`src/bal_pkg.sv`:
```
// Package for the bounded array list: widths, request codes, state encoding.
`default_nettype none

package bal_pkg;

    // Default list capacity
    localparam int CAPACITY_DEF = 16;

    // Fixed field widths
    localparam int DATA_W = 32;
    localparam int POS_W  = 8;
    localparam int REQ_W  = 3;

    // Request codes
    localparam logic [REQ_W-1:0] REQ_GET    = 3'd0;
    localparam logic [REQ_W-1:0] REQ_SET    = 3'd1;
    localparam logic [REQ_W-1:0] REQ_APPEND = 3'd2;
    localparam logic [REQ_W-1:0] REQ_INSERT = 3'd3;
    localparam logic [REQ_W-1:0] REQ_DELETE = 3'd4;

    // Value returned by a refused get
    localparam logic signed [DATA_W-1:0] INT_MIN = 32'sh8000_0000;

    // Controller states, one-hot
    typedef enum logic [4:0] {
        ST_IDLE  = 5'b00001,
        ST_GET   = 5'b00010,
        ST_SHIFT = 5'b00100,
        ST_FILL  = 5'b01000,
        ST_RESP  = 5'b10000
    } state_t;

endpackage

`default_nettype wire

```
`src/bal_if.sv`:
```
// Request and response channel interfaces of the bounded array list.
`default_nettype none

interface bal_req_if
    import bal_pkg::*;
();
    logic                     valid;
    logic                     ready;
    logic [REQ_W-1:0]         req_type;
    logic [POS_W-1:0]         pos;
    logic signed [DATA_W-1:0] value;

    modport source (output valid, output req_type, output pos, output value, input ready);
    modport sink   (input valid, input req_type, input pos, input value, output ready);
endinterface

interface bal_rsp_if
    import bal_pkg::*;
#(
    parameter int LEN_W = 5
) ();
    logic                     valid;
    logic                     ready;
    logic                     ok;
    logic signed [DATA_W-1:0] read_value;
    logic [LEN_W-1:0]         list_length;

    modport source (output valid, output ok, output read_value, output list_length,
                    input ready);
    modport sink   (input valid, input ok, input read_value, input list_length,
                    output ready);
endinterface

`default_nettype wire

```
`src/bounded_array_list.sv`:
```
// Bounded array list top level: entry memory, length register and shift sequencer.
// From request accept to response valid: a get passes ST_GET for the registered
// read; set, append, refused requests and insert at the end go straight to ST_RESP;
// a shifting insert passes ST_SHIFT and ST_FILL, a shifting delete ST_SHIFT, before
// ST_RESP. Throughput: one request at a time; the shift loop moves one entry per
// cycle over the memory port. Reset clears the length to zero; memory is not cleared.
`default_nettype none

module bounded_array_list
    import bal_pkg::*;
#(
    parameter int CAPACITY = CAPACITY_DEF,
    parameter int LEN_W    = $clog2(CAPACITY + 1)
) (
    input  wire     clk,
    input  wire     rst_n,
    bal_req_if.sink req,
    bal_rsp_if.source rsp
);

    localparam int IDX_W = (CAPACITY > 1) ? $clog2(CAPACITY) : 1;
    localparam int CMP_W = (LEN_W > POS_W) ? LEN_W : POS_W;

    // Entry memory
    logic signed [DATA_W-1:0] mem [CAPACITY];
    logic signed [DATA_W-1:0] rdata_reg;
    logic                     mem_we;
    logic [IDX_W-1:0]         mem_waddr;
    logic signed [DATA_W-1:0] mem_wdata;
    logic                     mem_re;
    logic [IDX_W-1:0]         mem_raddr;

    // Control and payload registers
    state_t                   state_reg, state_next;
    logic [LEN_W-1:0]         len_reg, len_next;
    logic [IDX_W-1:0]         pos_reg, pos_next;
    logic [IDX_W-1:0]         cur_reg, cur_next;
    logic signed [DATA_W-1:0] val_reg, val_next;
    logic                     ins_reg, ins_next;
    logic                     res_ok_reg, res_ok_next;
    logic signed [DATA_W-1:0] res_rd_reg, res_rd_next;

    // Output register
    logic                     out_valid_reg, out_valid_next;
    logic                     out_ok_reg, out_ok_next;
    logic signed [DATA_W-1:0] out_rd_reg, out_rd_next;
    logic [LEN_W-1:0]         out_len_reg, out_len_next;

    // Request decode helpers
    logic [CMP_W-1:0] pos_ext;
    logic [CMP_W-1:0] len_ext;
    logic             in_range;
    logic             ins_range;
    logic             not_full;
    logic [IDX_W-1:0] pos_idx;
    logic [IDX_W-1:0] len_idx;
    logic [IDX_W-1:0] last_idx;

    assign pos_ext   = CMP_W'(req.pos);
    assign len_ext   = CMP_W'(len_reg);
    assign in_range  = pos_ext < len_ext;
    assign ins_range = pos_ext <= len_ext;
    assign not_full  = len_reg < LEN_W'(CAPACITY);
    assign pos_idx   = pos_ext[IDX_W-1:0];
    assign len_idx   = IDX_W'(len_reg);
    assign last_idx  = IDX_W'(len_reg - LEN_W'(1));

    assign req.ready       = (state_reg == ST_IDLE);
    assign rsp.valid       = out_valid_reg;
    assign rsp.ok          = out_ok_reg;
    assign rsp.read_value  = out_rd_reg;
    assign rsp.list_length = out_len_reg;

    // Sequence requests and drive the memory port
    always_comb
    begin
        state_next     = state_reg;
        len_next       = len_reg;
        pos_next       = pos_reg;
        cur_next       = cur_reg;
        val_next       = val_reg;
        ins_next       = ins_reg;
        res_ok_next    = res_ok_reg;
        res_rd_next    = res_rd_reg;
        out_valid_next = out_valid_reg;
        out_ok_next    = out_ok_reg;
        out_rd_next    = out_rd_reg;
        out_len_next   = out_len_reg;
        mem_we         = 1'b0;
        mem_waddr      = cur_reg;
        mem_wdata      = rdata_reg;
        mem_re         = 1'b0;
        mem_raddr      = cur_reg;

        // Drop the response once the sink takes it
        if (out_valid_reg && rsp.ready)
        begin
            out_valid_next = 1'b0;
        end

        unique case (state_reg)
            ST_IDLE:
            begin
                if (req.valid)
                begin
                    pos_next    = pos_idx;
                    val_next    = req.value;
                    res_ok_next = 1'b0;
                    res_rd_next = '0;
                    state_next  = ST_RESP;
                    unique case (req.req_type)
                        REQ_GET:
                        begin
                            if (in_range)
                            begin
                                mem_re     = 1'b1;
                                mem_raddr  = pos_idx;
                                state_next = ST_GET;
                            end
                            else
                            begin
                                res_rd_next = INT_MIN;
                            end
                        end
                        REQ_SET:
                        begin
                            if (in_range)
                            begin
                                mem_we      = 1'b1;
                                mem_waddr   = pos_idx;
                                mem_wdata   = req.value;
                                res_ok_next = 1'b1;
                            end
                        end
                        REQ_APPEND:
                        begin
                            if (not_full)
                            begin
                                mem_we      = 1'b1;
                                mem_waddr   = len_idx;
                                mem_wdata   = req.value;
                                len_next    = len_reg + LEN_W'(1);
                                res_ok_next = 1'b1;
                            end
                        end
                        REQ_INSERT:
                        begin
                            if (not_full && ins_range)
                            begin
                                if (pos_ext == len_ext)
                                begin
                                    // Insert at the end: no shift
                                    mem_we      = 1'b1;
                                    mem_waddr   = pos_idx;
                                    mem_wdata   = req.value;
                                    len_next    = len_reg + LEN_W'(1);
                                    res_ok_next = 1'b1;
                                end
                                else
                                begin
                                    mem_re     = 1'b1;
                                    mem_raddr  = last_idx;
                                    cur_next   = len_idx;
                                    ins_next   = 1'b1;
                                    state_next = ST_SHIFT;
                                end
                            end
                        end
                        REQ_DELETE:
                        begin
                            if (in_range)
                            begin
                                if (pos_idx == last_idx)
                                begin
                                    // Delete the last entry: no shift
                                    len_next    = len_reg - LEN_W'(1);
                                    res_ok_next = 1'b1;
                                end
                                else
                                begin
                                    mem_re     = 1'b1;
                                    mem_raddr  = pos_idx + IDX_W'(1);
                                    cur_next   = pos_idx;
                                    ins_next   = 1'b0;
                                    state_next = ST_SHIFT;
                                end
                            end
                        end
                        default:
                        begin
                            res_ok_next = 1'b0;
                        end
                    endcase
                end
            end

            ST_GET:
            begin
                res_ok_next = 1'b1;
                res_rd_next = rdata_reg;
                state_next  = ST_RESP;
            end

            ST_SHIFT:
            begin
                // Move one entry per cycle, reading the next source ahead
                mem_we    = 1'b1;
                mem_waddr = cur_reg;
                mem_wdata = rdata_reg;
                if (ins_reg)
                begin
                    if (cur_reg - IDX_W'(1) == pos_reg)
                    begin
                        state_next = ST_FILL;
                    end
                    else
                    begin
                        mem_re    = 1'b1;
                        mem_raddr = cur_reg - IDX_W'(2);
                        cur_next  = cur_reg - IDX_W'(1);
                    end
                end
                else
                begin
                    if (cur_reg + IDX_W'(1) == last_idx)
                    begin
                        len_next    = len_reg - LEN_W'(1);
                        res_ok_next = 1'b1;
                        state_next  = ST_RESP;
                    end
                    else
                    begin
                        mem_re    = 1'b1;
                        mem_raddr = cur_reg + IDX_W'(2);
                        cur_next  = cur_reg + IDX_W'(1);
                    end
                end
            end

            ST_FILL:
            begin
                mem_we      = 1'b1;
                mem_waddr   = pos_reg;
                mem_wdata   = val_reg;
                len_next    = len_reg + LEN_W'(1);
                res_ok_next = 1'b1;
                state_next  = ST_RESP;
            end

            ST_RESP:
            begin
                // Hold until the output register is free
                if (!out_valid_reg || rsp.ready)
                begin
                    out_valid_next = 1'b1;
                    out_ok_next    = res_ok_reg;
                    out_rd_next    = res_rd_reg;
                    out_len_next   = len_reg;
                    state_next     = ST_IDLE;
                end
            end

            default:
            begin
                state_next = ST_IDLE;
            end
        endcase
    end

    // Memory write and registered read
    always_ff @(posedge clk)
    begin
        if (mem_we)
        begin
            mem[mem_waddr] <= mem_wdata;
        end
        if (mem_re)
        begin
            rdata_reg <= mem[mem_raddr];
        end
    end

    // Control registers
    always_ff @(posedge clk or negedge rst_n)
    begin
        if (!rst_n)
        begin
            state_reg     <= ST_IDLE;
            len_reg       <= '0;
            out_valid_reg <= 1'b0;
        end
        else
        begin
            state_reg     <= state_next;
            len_reg       <= len_next;
            out_valid_reg <= out_valid_next;
        end
    end

    // Payload registers
    always_ff @(posedge clk)
    begin
        pos_reg     <= pos_next;
        cur_reg     <= cur_next;
        val_reg     <= val_next;
        ins_reg     <= ins_next;
        res_ok_reg  <= res_ok_next;
        res_rd_reg  <= res_rd_next;
        out_ok_reg  <= out_ok_next;
        out_rd_reg  <= out_rd_next;
        out_len_reg <= out_len_next;
    end

endmodule

`default_nettype wire

```
`src/flat_wrapper.sv`:
```
// flat-port wrapper written by rule: the top's interface ports become plain ports
module bounded_array_list_flat import bal_pkg::*;
#(
    parameter int CAPACITY = CAPACITY_DEF,
    parameter int LEN_W    = $clog2(CAPACITY + 1)
)
  (clk, rst_n, req_valid, req_req_type, req_pos, req_value, req_ready, rsp_valid, rsp_ok, rsp_read_value, rsp_list_length, rsp_ready);
  bal_req_if req_i ();
  bal_rsp_if #(.LEN_W(LEN_W)) rsp_i ();
  input  wire clk;
  input  wire rst_n;
  input wire logic [$bits(req_i.valid)-1:0] req_valid;
  input wire logic [$bits(req_i.req_type)-1:0] req_req_type;
  input wire logic [$bits(req_i.pos)-1:0] req_pos;
  input wire logic [$bits(req_i.value)-1:0] req_value;
  output wire logic [$bits(req_i.ready)-1:0] req_ready;
  output wire logic [$bits(rsp_i.valid)-1:0] rsp_valid;
  output wire logic [$bits(rsp_i.ok)-1:0] rsp_ok;
  output wire logic [$bits(rsp_i.read_value)-1:0] rsp_read_value;
  output wire logic [$bits(rsp_i.list_length)-1:0] rsp_list_length;
  input wire logic [$bits(rsp_i.ready)-1:0] rsp_ready;
  assign req_i.valid = req_valid;
  assign req_i.req_type = req_req_type;
  assign req_i.pos = req_pos;
  assign req_i.value = req_value;
  assign req_ready = req_i.ready;
  assign rsp_valid = rsp_i.valid;
  assign rsp_ok = rsp_i.ok;
  assign rsp_read_value = rsp_i.read_value;
  assign rsp_list_length = rsp_i.list_length;
  assign rsp_i.ready = rsp_ready;
  bounded_array_list #(.CAPACITY(CAPACITY), .LEN_W(LEN_W)) u_core (.clk(clk), .rst_n(rst_n), .req(req_i), .rsp(rsp_i));
endmodule
```
`config.mk`:
```
export PLATFORM = sky130hd
export DESIGN_NAME = bounded_array_list_flat
export DESIGN_NICKNAME = d
export VERILOG_FILES = /design/src/bal_pkg.sv /design/src/bal_if.sv /design/src/bounded_array_list.sv /design/src/flat_wrapper.sv
export SDC_FILE = /design/constraint.sdc
export NUM_CORES = 1
export LEC_CHECK = 0
export BUFFER_PORTS_ARGS = -buffer_cell sky130_fd_sc_hd__buf_2
export CAP_MARGIN = 20
export CORE_MARGIN = 10
export CORE_UTILIZATION = 55
export DETAILED_ROUTE_END_ITERATION = 7
export PLACE_DENSITY = 0.72
export SYNTH_ARGS = -nofsm -noshare
export SYNTH_HDL_FRONTEND = slang
export SYNTH_SLANG_ARGS = --single-unit
```
`constraint.sdc`:
```
create_clock -name clk -period 6.8 [get_ports clk]
set_input_delay 0.34 -clock clk [delete_from_list [all_inputs] [get_ports clk]]
set_output_delay 0.34 -clock clk [all_outputs]
set_load 0.02 [all_outputs]
```
Word level (Yosys, flattened, before mapping)
Memory sizes are Yosys's and may differ from the RTL's. A register that Yosys moved wholly into a read port is not among the register bits.
Index checks and enable logic that the tools add are counted.

operators by class
  reductions and logical operators = 20
  equal/unequal tests = 34
  add/subtract/negate cells = 7
  muxes and demuxes = 94
  $lt $le $gt $ge = 3

operators by type and width
  cell                   number
  $mux W32               8
  $pmux W32 S2           2
  $pmux W32 S3           1
  $mux W5                18
  $mux W4                21
  $pmux W5 S3            3
  $pmux W4 S2            4
  $mux W1                27
  $pmux W4 S3            2
  $pmux W5 S4            1
  $ne A3 B2 Y1 const B   6
  $eq A4 B4 Y1           3
  $ne A3 B3 Y1 const B   4
  $reduce_and A10 Y1     1
  $pmux W1 S3            3
  $reduce_and A9 Y1      1
  $add A4 B1 Y4 const B  2
  $eq A8 B5 Y1           1
  $le A8 B5 Y1           1
  $lt A8 B5 Y1           1
  $ne A2 B1 Y1 const B   4
  $ne A2 B2 Y1 const B   4
  $reduce_and A4 Y1      2
  $reduce_and A7 Y1      1
  other kinds (26)       37

storage, ports and cells
  bits in writable memories = 512
  output and inout bits = 40
  flip-flop bits (word level) = 123
  memories kept = 1
  input bits = 47

memory list
  name        words  width  read ports  clocked after Yosys merged registers in  write ports  RTL line                  text
  u_core.mem  16     32     1           1                                        1            bounded_array_list.sv:25  logic signed [DATA_W-1:0] mem [CAPACITY];

Depth between registers and ports, before layout
Gate-level depths: netlist of the first run.

  depth in word-level cells = 8
  depth in mapped cells = 16
  mapped depth without buffers = 11

Least setup slack after synthesis of the first run
No wires, ideal clock.

  kind = flip-flop to flip-flop
  start point = register u_core.len_reg[4]
  end point = memory u_core.mem[6][0], enable pin
  setup time = 0.421 ns
  data arrival time = 4.381 ns
  path slack = 1.998 ns
  period minus slack after synthesis = 4.802 ns
  stages on the path, launching flop included = 13
  path buffers = 1
  cells stage by stage = dfrtp_1 -> inv_1 -> ha_1 -> or4_4 -> a211o_1 -> o22a_1 -> clkbuf_1 -> o21ai_0 -> nand2_1 -> a21oi_1 -> o21ai_0 -> or2_2 -> nor2_1

on the way
  word-level cells in the longest chain between the ends = 8

RTL lines
  element                                         RTL line                                              text
  start, declared                                 bounded_array_list.sv:35                              logic [LEN_W-1:0] len_reg, len_next;
  start signal, assigned                          bounded_array_list.sv:295                             len_reg <= len_next;
  $le A8 B5 Y1, or another cell as far along      bounded_array_list.sv:62                              assign ins_range = pos_ext <= len_ext;
  $logic_and A1 B1 Y1 or $mux W1 (tied branches)  bounded_array_list.sv:148, bounded_array_list.sv:150
  $mux W1                                         bounded_array_list.sv:148                             if (not_full && ins_range)
  $pmux W1 S3                                     bounded_array_list.sv:111                             unique case (req.req_type)
  $mux W1                                         bounded_array_list.sv:104                             if (req.valid)
  $pmux W1 S2                                     bounded_array_list.sv:101                             unique case (state_reg)
  $mux W1                                         bounded_array_list.sv:273                             if (mem_we)
  $mux W1 (not written as such)                   bounded_array_list.sv:275                             mem[mem_waddr] <= mem_wdata;
  end, declared                                   bounded_array_list.sv:25

Parallel ways exist; a longest one is shown, timed or not.

Worst setup path in the final report of the first run
  start point = register u_core.len_reg[4]
  end point = memory u_core.mem[7][24], enable pin

Same word-level chain as after synthesis.

==> results of run 1 <==
## synth_stat cells, types with 10 or more instances
cell and instances:
a21oi_1 17, a22o_1 33, nand3_1 15, mux2i_1 165, xnor2_1 18, nor3_1 42, mux2_2 64, buf_2 11
edfxtp_1 656, clkbuf_1 63, o21ai_0 23, a32o_1 34, nor2_1 237, ha_1 13, and2_1 34, o22ai_1 35
nand2_1 90, a222oi_1 32, dfrtp_1 10, inv_1 46
## stage by stage
stage	area, sq um	hold WS, ps	std cells
floorplan	27200	44.4	1750
global placement	28400	234	2430
detailed placement	28400	245	2431
CTS	30900	19.2	2589
global route	31200	50.2	2600
finish	31200	66.8	2600
## routing by layer
| metal | track usage | up-vias | wire length (microns) |
|---|---|---|---|
| met1 | 0.279 | 7836 | 26300 |
| met3 | 0.0395 | 99 | 4740 |
| li1 | - | 6957 | - |
| met4 | 0.0705 | 0 | 1370 |
| met5 | 0 | - | 0 |
| met2 | 0.329 | 682 | 29500 |
## worst max-delay path: cells and delay by family, from the launching register on
| kind | cells | cell delay (ps) |
|---|---|---|
| buf+inv | 2 | 450 |
| compound gates | 5 | 2210 |
| fa+ha+maj | 1 | 190 |
| simple gates | 4 | 1690 |
| flops | 1 | 440 |
## what timing repair did
action	CTS	global route
hold buffers	34	0
hold endpoints to repair	44	0
buffers inserted	0	0
## area by class of cell
cell class,instances,area [sq um]
sequential,667,20000
fill,3448,17700
multi-input combinational,944,6760
clock buffer,80,1780
timing repair buffer,155,1250
tap,664,831
clock inverter,44,429
inverter,46,173
## worst min-delay path by stage
stage                              to       start  cells after the start  slack, ps
finish              u_core.pos_reg[0]  req_pos[0]                      1         70
global route        u_core.pos_reg[0]  req_pos[0]                      1         50
CTS                 u_core.pos_reg[0]  req_pos[0]                      1         20
detailed placement  u_core.len_reg[2]       rst_n                      1        240
global placement    u_core.len_reg[2]       rst_n                      1        230
floorplan           u_core.len_reg[0]       rst_n                      0         40
## power groups by stage
stage	logic, W	registers (W)	clock network [W]
finish	0.00279	0.00516	0.00370
global route	0.00300	0.00518	0.00391
CTS	0.00277	0.00516	0.00374
global placement	0.00268	0.00524	0
detailed placement	0.00275	0.00525	0
floorplan	0.00194	0.00522	0
## cells by family (layout without fill, tap and decap cells)
logic type      Yosys count  in the layout  share of synthesized area
xor+xnor                 27             27                    0.00976
compound gates          217            217                     0.0636
buf+inv                 139            325                     0.0243
flops                   667            667                      0.735
simple gates            458            458                     0.0739
fa+ha+maj                13             13                    0.00599
mux                     229            229                     0.0873
==> run summary, run 1 <==
Crit-path slowest cell: a21oi_4
RD Place Congestion: 0.890
cell taking the most area after synthesis: edfxtp_1
WP data required: 7100 ps
grt total ovfl: 0
CP Cell Sequence: inv_1 > ha_1 > or4_4 > a211o_1 > o22a_1 > o21ai_0 > nand2_1 > a21oi_4 > o21ai_0 > or2_2 > nor2_4 > buf_4
GRT Util Overall: 0.206
Tot Pwr: 0.0116 W
share of the synthesized area in the top cell type: 0.725
largest net degree at the start of global routing: 98
r2r worst-path depth: 12
worst-case clock buffer depth: 3
Setup WS post-layout: 1490 ps
worst rel slew slack: 0.280
Largest register FFs: 512
Int Pwr: 0.00818 W
Routed WL per cell: 23.8 microns
setup TNS: 0 ps
Worst Hold Class: input port to flop
clock insertion delay at the later pin of the skew report: 610 ps
Core ar.: 48,800 sq um
Max VDD drop: 0.000261 V
Clock power frac: 0.318
Reg with most FFs: u_core.mem
htree depth: 3
CTS tree: built
R2R Setup Slk: 1490 ps
syn avg cell area: 15.5 sq um
Worst Setup End Kind: flop
root buffer cell: clkbuf_16
Final Max Tran Viols: 0
most common cell after layout, fill and taps aside: edfxtp_1
Syn Inst Count: 1,750
Yosys warning count: 0
starting density of the core: 0.556
cell leakage power: 10.9 nW
most used cell, CP: o21ai_0
Power Dens Cells: 373 nW/um^2
Final Skew: 20.8 ps
Die Y: 242 microns
CP Launch Type: flop
RR Endpoint: u_core.mem[7][24]
Post-synth EDFFs: 656
crit path DAT: 5610 ps
Final min period: 5310 ps
Comb pwr share: 0.239
# Max-Cap Violations: 0
Total Die Area: 58,700 sq um
final hold vios: 0
DRT iter0 DRCs: 1,704
Port Buffers: 86
row cnt: 81
Finish-stage setup viols: 0
Total Wirelength: 61,900 microns
DRC: 0
syn_nets: 1,810
diode count: 0
worst setup path endpoint: u_core.mem[7][24]
CTS sink count: 667
Worst-path clk slew: 60 ps
dpl ws: 1530 ps
asr flop ratio synth: 0.0165
sequential area share after synthesis: 0.735
CP Launch Point: u_core.len_reg[4]
fin nets: 1,941
hpwl dp: 36,100 microns
layout cells sized above 1: 0.170
mapped cell area: 27,200 sq um
reg-to-reg startpoint: u_core.len_reg[4]
post-cts resize count: 0
fmax: 188 MHz
Synth area leaders: edfxtp_1, mux2i_1, nor2_1
most frequent cells in the layout: edfxtp_1, nor2_1, mux2i_1
vias per inst: 5.99
crit share post-route: 0.781
via total after detailed routing: 15,600
P_sw: 0.00346 W
first-pass GRT wire length: 93,300 microns
Ports: 87
Finished Core Util: 0.639
max incr delay on CP: 790 ps
Crit Path Class: flop to flop
Primary FF master, synth: edfxtp_1
crit-path max FO: 23
Distinct cells, synth: 67
outcome: completed
unrepaired setup endpoints after global routing: false
vias in the first global route: 15,600
total CTS buffers: 67
Layout area overhead: 14.8%
Worst-Margin Slew: 1080 ps
Antenna Nets Post-Route: 0
Net Sw Frac: 0.297
initial antenna violation count: 0
flops & latches, synth: 667
DR pass1 iterations: 8
Reg power frac: 0.443
DIE WIDTH: 242 microns
Note: power is estimated with default switching activity, not from simulation.
==> run 2: changes to the inputs <==
--- a/config.mk
+++ b/config.mk
@@ -10,7 +10,7 @@
 export CORE_MARGIN = 10
 export CORE_UTILIZATION = 55
 export DETAILED_ROUTE_END_ITERATION = 7
-export PLACE_DENSITY = 0.72
+export PLACE_DENSITY = 0.75
 export SYNTH_ARGS = -nofsm -noshare
 export SYNTH_HDL_FRONTEND = slang
 export SYNTH_SLANG_ARGS = --single-unit
==> constraint.sdc (replaced) <==
create_clock -name clk -period 4.61 [get_ports clk]
set_input_delay 0.2305 -clock clk [delete_from_list [all_inputs] [get_ports clk]]
set_output_delay 0.2305 -clock clk [all_outputs]
set_load 0.02 [all_outputs]
==> run summary, run 2 (synthesis gave the netlist of run 1 again) <==
RR Endpoint: u_core.rdata_reg[28]
htree depth: 3
# Max-Cap Violations: 0
Core ar.: 48,800 sq um
vias per inst: 5.99
Clock power frac: 0.307
row cnt: 81
largest net degree at the start of global routing: 50
grt total ovfl: 0
root buffer cell: clkbuf_16
vias in the first global route: 15,700
cell leakage power: 11.1 nW
Finish-stage setup viols: 0
most frequent cells in the layout: edfxtp_1, nor2_1, mux2i_1
hpwl dp: 36,000 microns
DP Area: 29,000 sq um
fmax: 234 MHz
Port Buffers: 86
r2r worst-path depth: 13
Worst Setup End Kind: flop
area of the multi-input gates: 6760 sq um
Post CTS Setup Buffer Count: 0
worst-case clock buffer depth: 3
post-route cell area: 31,500 sq um
final hold vios: 0
RD Place Congestion: 0.879
Finished Core Util: 0.646
P_sw: 0.00505 W
setup TNS: 0 ps
min-delay src: req_pos[1]
Routed WL per cell: 24.6 microns
via total after detailed routing: 15,800
Worst-path clk slew: 60 ps
Int Pwr: 0.0121 W
outcome: completed
Power Dens Cells: 544 nW/um^2
Antenna Nets Post-Route: 0
Max VDD drop: 0.000414 V
Final Max Tran Viols: 0
fin nets: 1,981
crit path DAT: 4680 ps
Reg area: 20,000 sq um
Final Skew: 26.4 ps
diode count: 0
starting density of the core: 0.556
Crit Path Class: flop to flop
dpl ws: 429 ps
DIE WIDTH: 242 microns
Comb pwr share: 0.251
Reg with most FFs: u_core.mem
CTS tree: built
Worst Hold Class: input port to flop
first-pass GRT wire length: 96,100 microns
WP data required: 5030 ps
crit share post-route: 0.925
worst hold path depth: 1
Total Die Area: 58,700 sq um
CP Launch Type: flop
Net Sw Frac: 0.294
WHS Endpoint: u_core.pos_reg[1]
Setup WS post-layout: 345 ps
DRC: 0
Die Y: 242 microns
layout cells sized above 1: 0.179
Worst-Margin Slew: 1160 ps
most common cell after layout, fill and taps aside: edfxtp_1
Ports: 87
Reg power frac: 0.443
GRT Util Overall: 0.216
Final min period: 4260 ps
DRT iter0 DRCs: 1,809
clock insertion delay at the later pin of the skew report: 600 ps
Total Wirelength: 64,900 microns
initial antenna violation count: 1
CTS sink count: 667
total CTS buffers: 67
R2R Setup Slk: 350 ps
fill cell count: 3,326
worst rel slew slack: 0.227
DR pass1 iterations: 8
reg-to-reg startpoint: u_core.len_reg[4]
crit-path max FO: 20
Largest register FFs: 512
Layout area overhead: 16.1%
unrepaired setup endpoints after global routing: false
run 2: power groups by stage:
stage / registers, W / clock network (W) / logic [W]
2_1_floorplan: 0.00770 / 0 / 0.00286
3_3_place_gp: 0.00771 / 0 / 0.00410
3_5_place_dp: 0.00772 / 0 / 0.00421
4_1_cts: 0.00760 / 0.00533 / 0.00427
5_1_grt: 0.00763 / 0.00558 / 0.00462
6_report: 0.00760 / 0.00526 / 0.00430
run 2: worst max path at each step:
stage	slack, ps	depth (start not counted)	end	from
floorplan	-190	12	u_core.mem[6][0]	u_core.len_reg[4]
global placement	520	13	u_core.rdata_reg[19]	u_core.len_reg[4]
detailed placement	430	13	u_core.rdata_reg[28]	u_core.len_reg[4]
CTS	390	13	u_core.rdata_reg[20]	u_core.len_reg[4]
global route	140	13	u_core.rdata_reg[28]	u_core.len_reg[4]
finish	350	13	u_core.rdata_reg[28]	u_core.len_reg[4]
run 2: cell type report:
cell class / count / share of cell area
Multi-Input combinational cell: 944 / 0.214
Tap cell: 664 / 0.0263
Clock inverter: 36 / 0.0106
Clock buffer: 83 / 0.0567
Timing Repair Buffer: 195 / 0.0535
Sequential cell: 667 / 0.633
Inverter: 46 / 0.00547
run 2: what timing repair did:
item	in CTS	in global routing
hold endpoints to repair	49	0
hold buffers	38	0
gates resized for setup	0	0
run 2: per-layer routing:
layer  vias up  track usage  share of wire
met5         -            0              0
met4         0       0.0842          0.032
met3       139       0.0432          0.077
met2       694        0.352           0.48
met1      7908        0.281           0.41
li1       7047            -              -
run 2: metrics by stage:
| stage | power, W | instances | hold WS [ps] |
|---|---|---|---|
| 2_1_floorplan | 0.0106 | 1750 | -65.1 |
| 3_3_place_gp | 0.0118 | 2477 | 120 |
| 3_5_place_dp | 0.0119 | 2477 | 135 |
| 4_1_cts | 0.0172 | 2634 | 1.30 |
| 5_1_grt | 0.0178 | 2635 | 19.2 |
| 6_report | 0.0172 | 2635 | 32.8 |
run 2: critical path, cell delays in order, from the launching register on:
cell and delay (ps):
dfrtp_1 440, inv_1 120, ha_1 320, or4b_1 530, o211ai_1 400, nor2_1 100
or4_4 460, a32oi_4 260, buf_12 240, buf_4 330, mux2i_1 130, mux2_2 280
a22o_1 230, nor3_1 210
==> run 3: changes to the inputs <==
--- a/config.mk
+++ b/config.mk
@@ -7,10 +7,9 @@
 export LEC_CHECK = 0
 export BUFFER_PORTS_ARGS = -buffer_cell sky130_fd_sc_hd__buf_2
 export CAP_MARGIN = 20
-export CORE_MARGIN = 10
-export CORE_UTILIZATION = 55
+export CORE_UTILIZATION = 42
 export DETAILED_ROUTE_END_ITERATION = 7
-export PLACE_DENSITY = 0.75
+export MAX_ROUTING_LAYER = met4
 export SYNTH_ARGS = -nofsm -noshare
 export SYNTH_HDL_FRONTEND = slang
 export SYNTH_SLANG_ARGS = --single-unit
==> run summary, run 3 (synthesis gave the netlist of run 1 again) <==
GRT Util Overall: 0.207
vias per inst: 5.52
row cnt: 92
starting density of the core: 0.428
diode count: 0
Ports: 87
Core ar.: 63,500 sq um
post-route cell area: 31,900 sq um
cell leakage power: 11.2 nW
Crit Path Class: flop to flop
DRC: 0
Worst Hold Class: input port to asynchronous set/reset pin
Largest register FFs: 512
Routed WL per cell: 23.1 microns
root buffer cell: clkbuf_16
outcome: completed
Max VDD drop: 0.000272 V
fill cell count: 5,327
Final Skew: 19.3 ps
met3 GRT Util: 0.0341
vias in the first global route: 15,700
GRT met1 Usage: 0.282
DP Area: 29,300 sq um
Finish-stage setup viols: 0
dpl ws: 275 ps
Non-Filler Instances: 2,841
grt total ovfl: 0
DR pass1 iterations: 6
fin nets: 2,000
total CTS buffers: 71
largest net degree at the start of global routing: 46
Layout area overhead: 17.5%
Power Dens Cells: 544 nW/um^2
Total Wirelength: 65,800 microns
GR peak layer: met2
Port Buffers: 86
Die Y: 256 microns
unrepaired setup endpoints after global routing: false
fmax: 236 MHz
most common cell after layout, fill and taps aside: edfxtp_1
GR Util met2: 0.319
Worst-path clk slew: 60 ps
worst-case clock buffer depth: 3
final hold vios: 0
DRT iter0 DRCs: 1,383
first-pass GRT wire length: 98,500 microns
Final Max Tran Viols: 0
crit path DAT: 4700 ps
RD Place Congestion: 0.874
Final min period: 4250 ps
Worst-Margin Slew: 1140 ps
WP data required: 5060 ps
CTS tree: built
crit share post-route: 0.921
CP Launch Type: flop
worst rel slew slack: 0.240
most frequent cells in the layout: edfxtp_1, nor2_1, mux2i_1
Setup WS post-layout: 364 ps
clock insertion delay at the later pin of the skew report: 620 ps
Antenna Nets Post-Route: 0
Reg with most FFs: u_core.mem
placed cell count: 2,673
crit-path max FO: 45
hpwl dp: 38,300 microns
CTS sink count: 667
Min Hold Slack: 49.2 ps
layout cells sized above 1: 0.185
Total Die Area: 65,700 sq um
htree depth: 3
via total after detailed routing: 15,700
# Max-Cap Violations: 0
Worst Setup End Kind: flop
DIE WIDTH: 256 microns
initial antenna violation count: 2
run 3: cell count changes in the layout (fill, tap and decap cells not counted), moves of 3 or more:
cell / change
clkinv_1: +8
buf_12: -5
clkbuf_16: +4
buf_4: +20
clkinv_2: -3
run 3: worst max-delay path, stage by stage, from the launching register on:
cell,delay [ps]
dfrtp_1,440
inv_1,120
ha_1,320
or4b_1,530
o211ai_1,220
buf_4,170
nor2_1,50
or4_4,450
a32oi_4,320
buf_12,260
buf_12,290
mux2i_1,130
mux2_2,270
a22o_1,240
nor3_1,190
run 3: final cells by class:
cell class | instances | area, sq um | share of cell area
clock buffers | 85 | 1870 | 0.0586
clock inverters | 43 | 357 | 0.0112
inverters | 46 | 173 | 0.00541
multi-input cells | 944 | 6770 | 0.212
flip-flops and latches | 667 | 20000 | 0.626
well taps | 846 | 1060 | 0.0332
repair buffers | 210 | 1720 | 0.0539
run 3: final timing paths:
kind / start / end / slack [ps] / cells past startpoint
worst min register to register: u_core.res_rd_reg[28] / u_core.rsp.read_value[28] / 420 / 0
worst min-delay path: rst_n / u_core.len_reg[3] / 50 / 2
min in group clk: req_req_type[2] / u_core.state_reg[1] / 140 / 3
worst max register to register: u_core.len_reg[4] / u_core.rdata_reg[20] / 360 / 14
max in group asynchronous: rst_n / u_core.state_reg[0] / 4270 / 2
worst max-delay path: u_core.len_reg[4] / u_core.rdata_reg[20] / 360 / 14
run 3: per-stage QoR:
step,power (W),util,setup TNS [ps]
final,0.0174,0.502,0
after floorplan,0.0106,-,-33660
after global routing,0.0181,0.502,0
after CTS,0.0175,0.502,0
after global placement,0.0119,0.461,0
after detailed placement,0.0120,0.461,0
run 3: routing by layer:
metal,share of wire,vias to the layer above
met3,0.059,101
met4,0.024,0
met2,0.46,505
met1,0.45,7993
met5,0,-
li1,-,7097
run 3: what timing repair did:
action | 4_1_cts | 5_1_grt
hold buffers | 39 | 0
resized for setup | 0 | 0
setup buffers | 0 | 1
setup endpoints to repair | 0 | 6
endpoints found under the hold margin | 50 | 0
run 3: report_power, final:
part / switching (W) / internal (W)
sequential: 0.000184 / 0.00740
combinational: 0.00268 / 0.00167
clock: 0.00230 / 0.00314
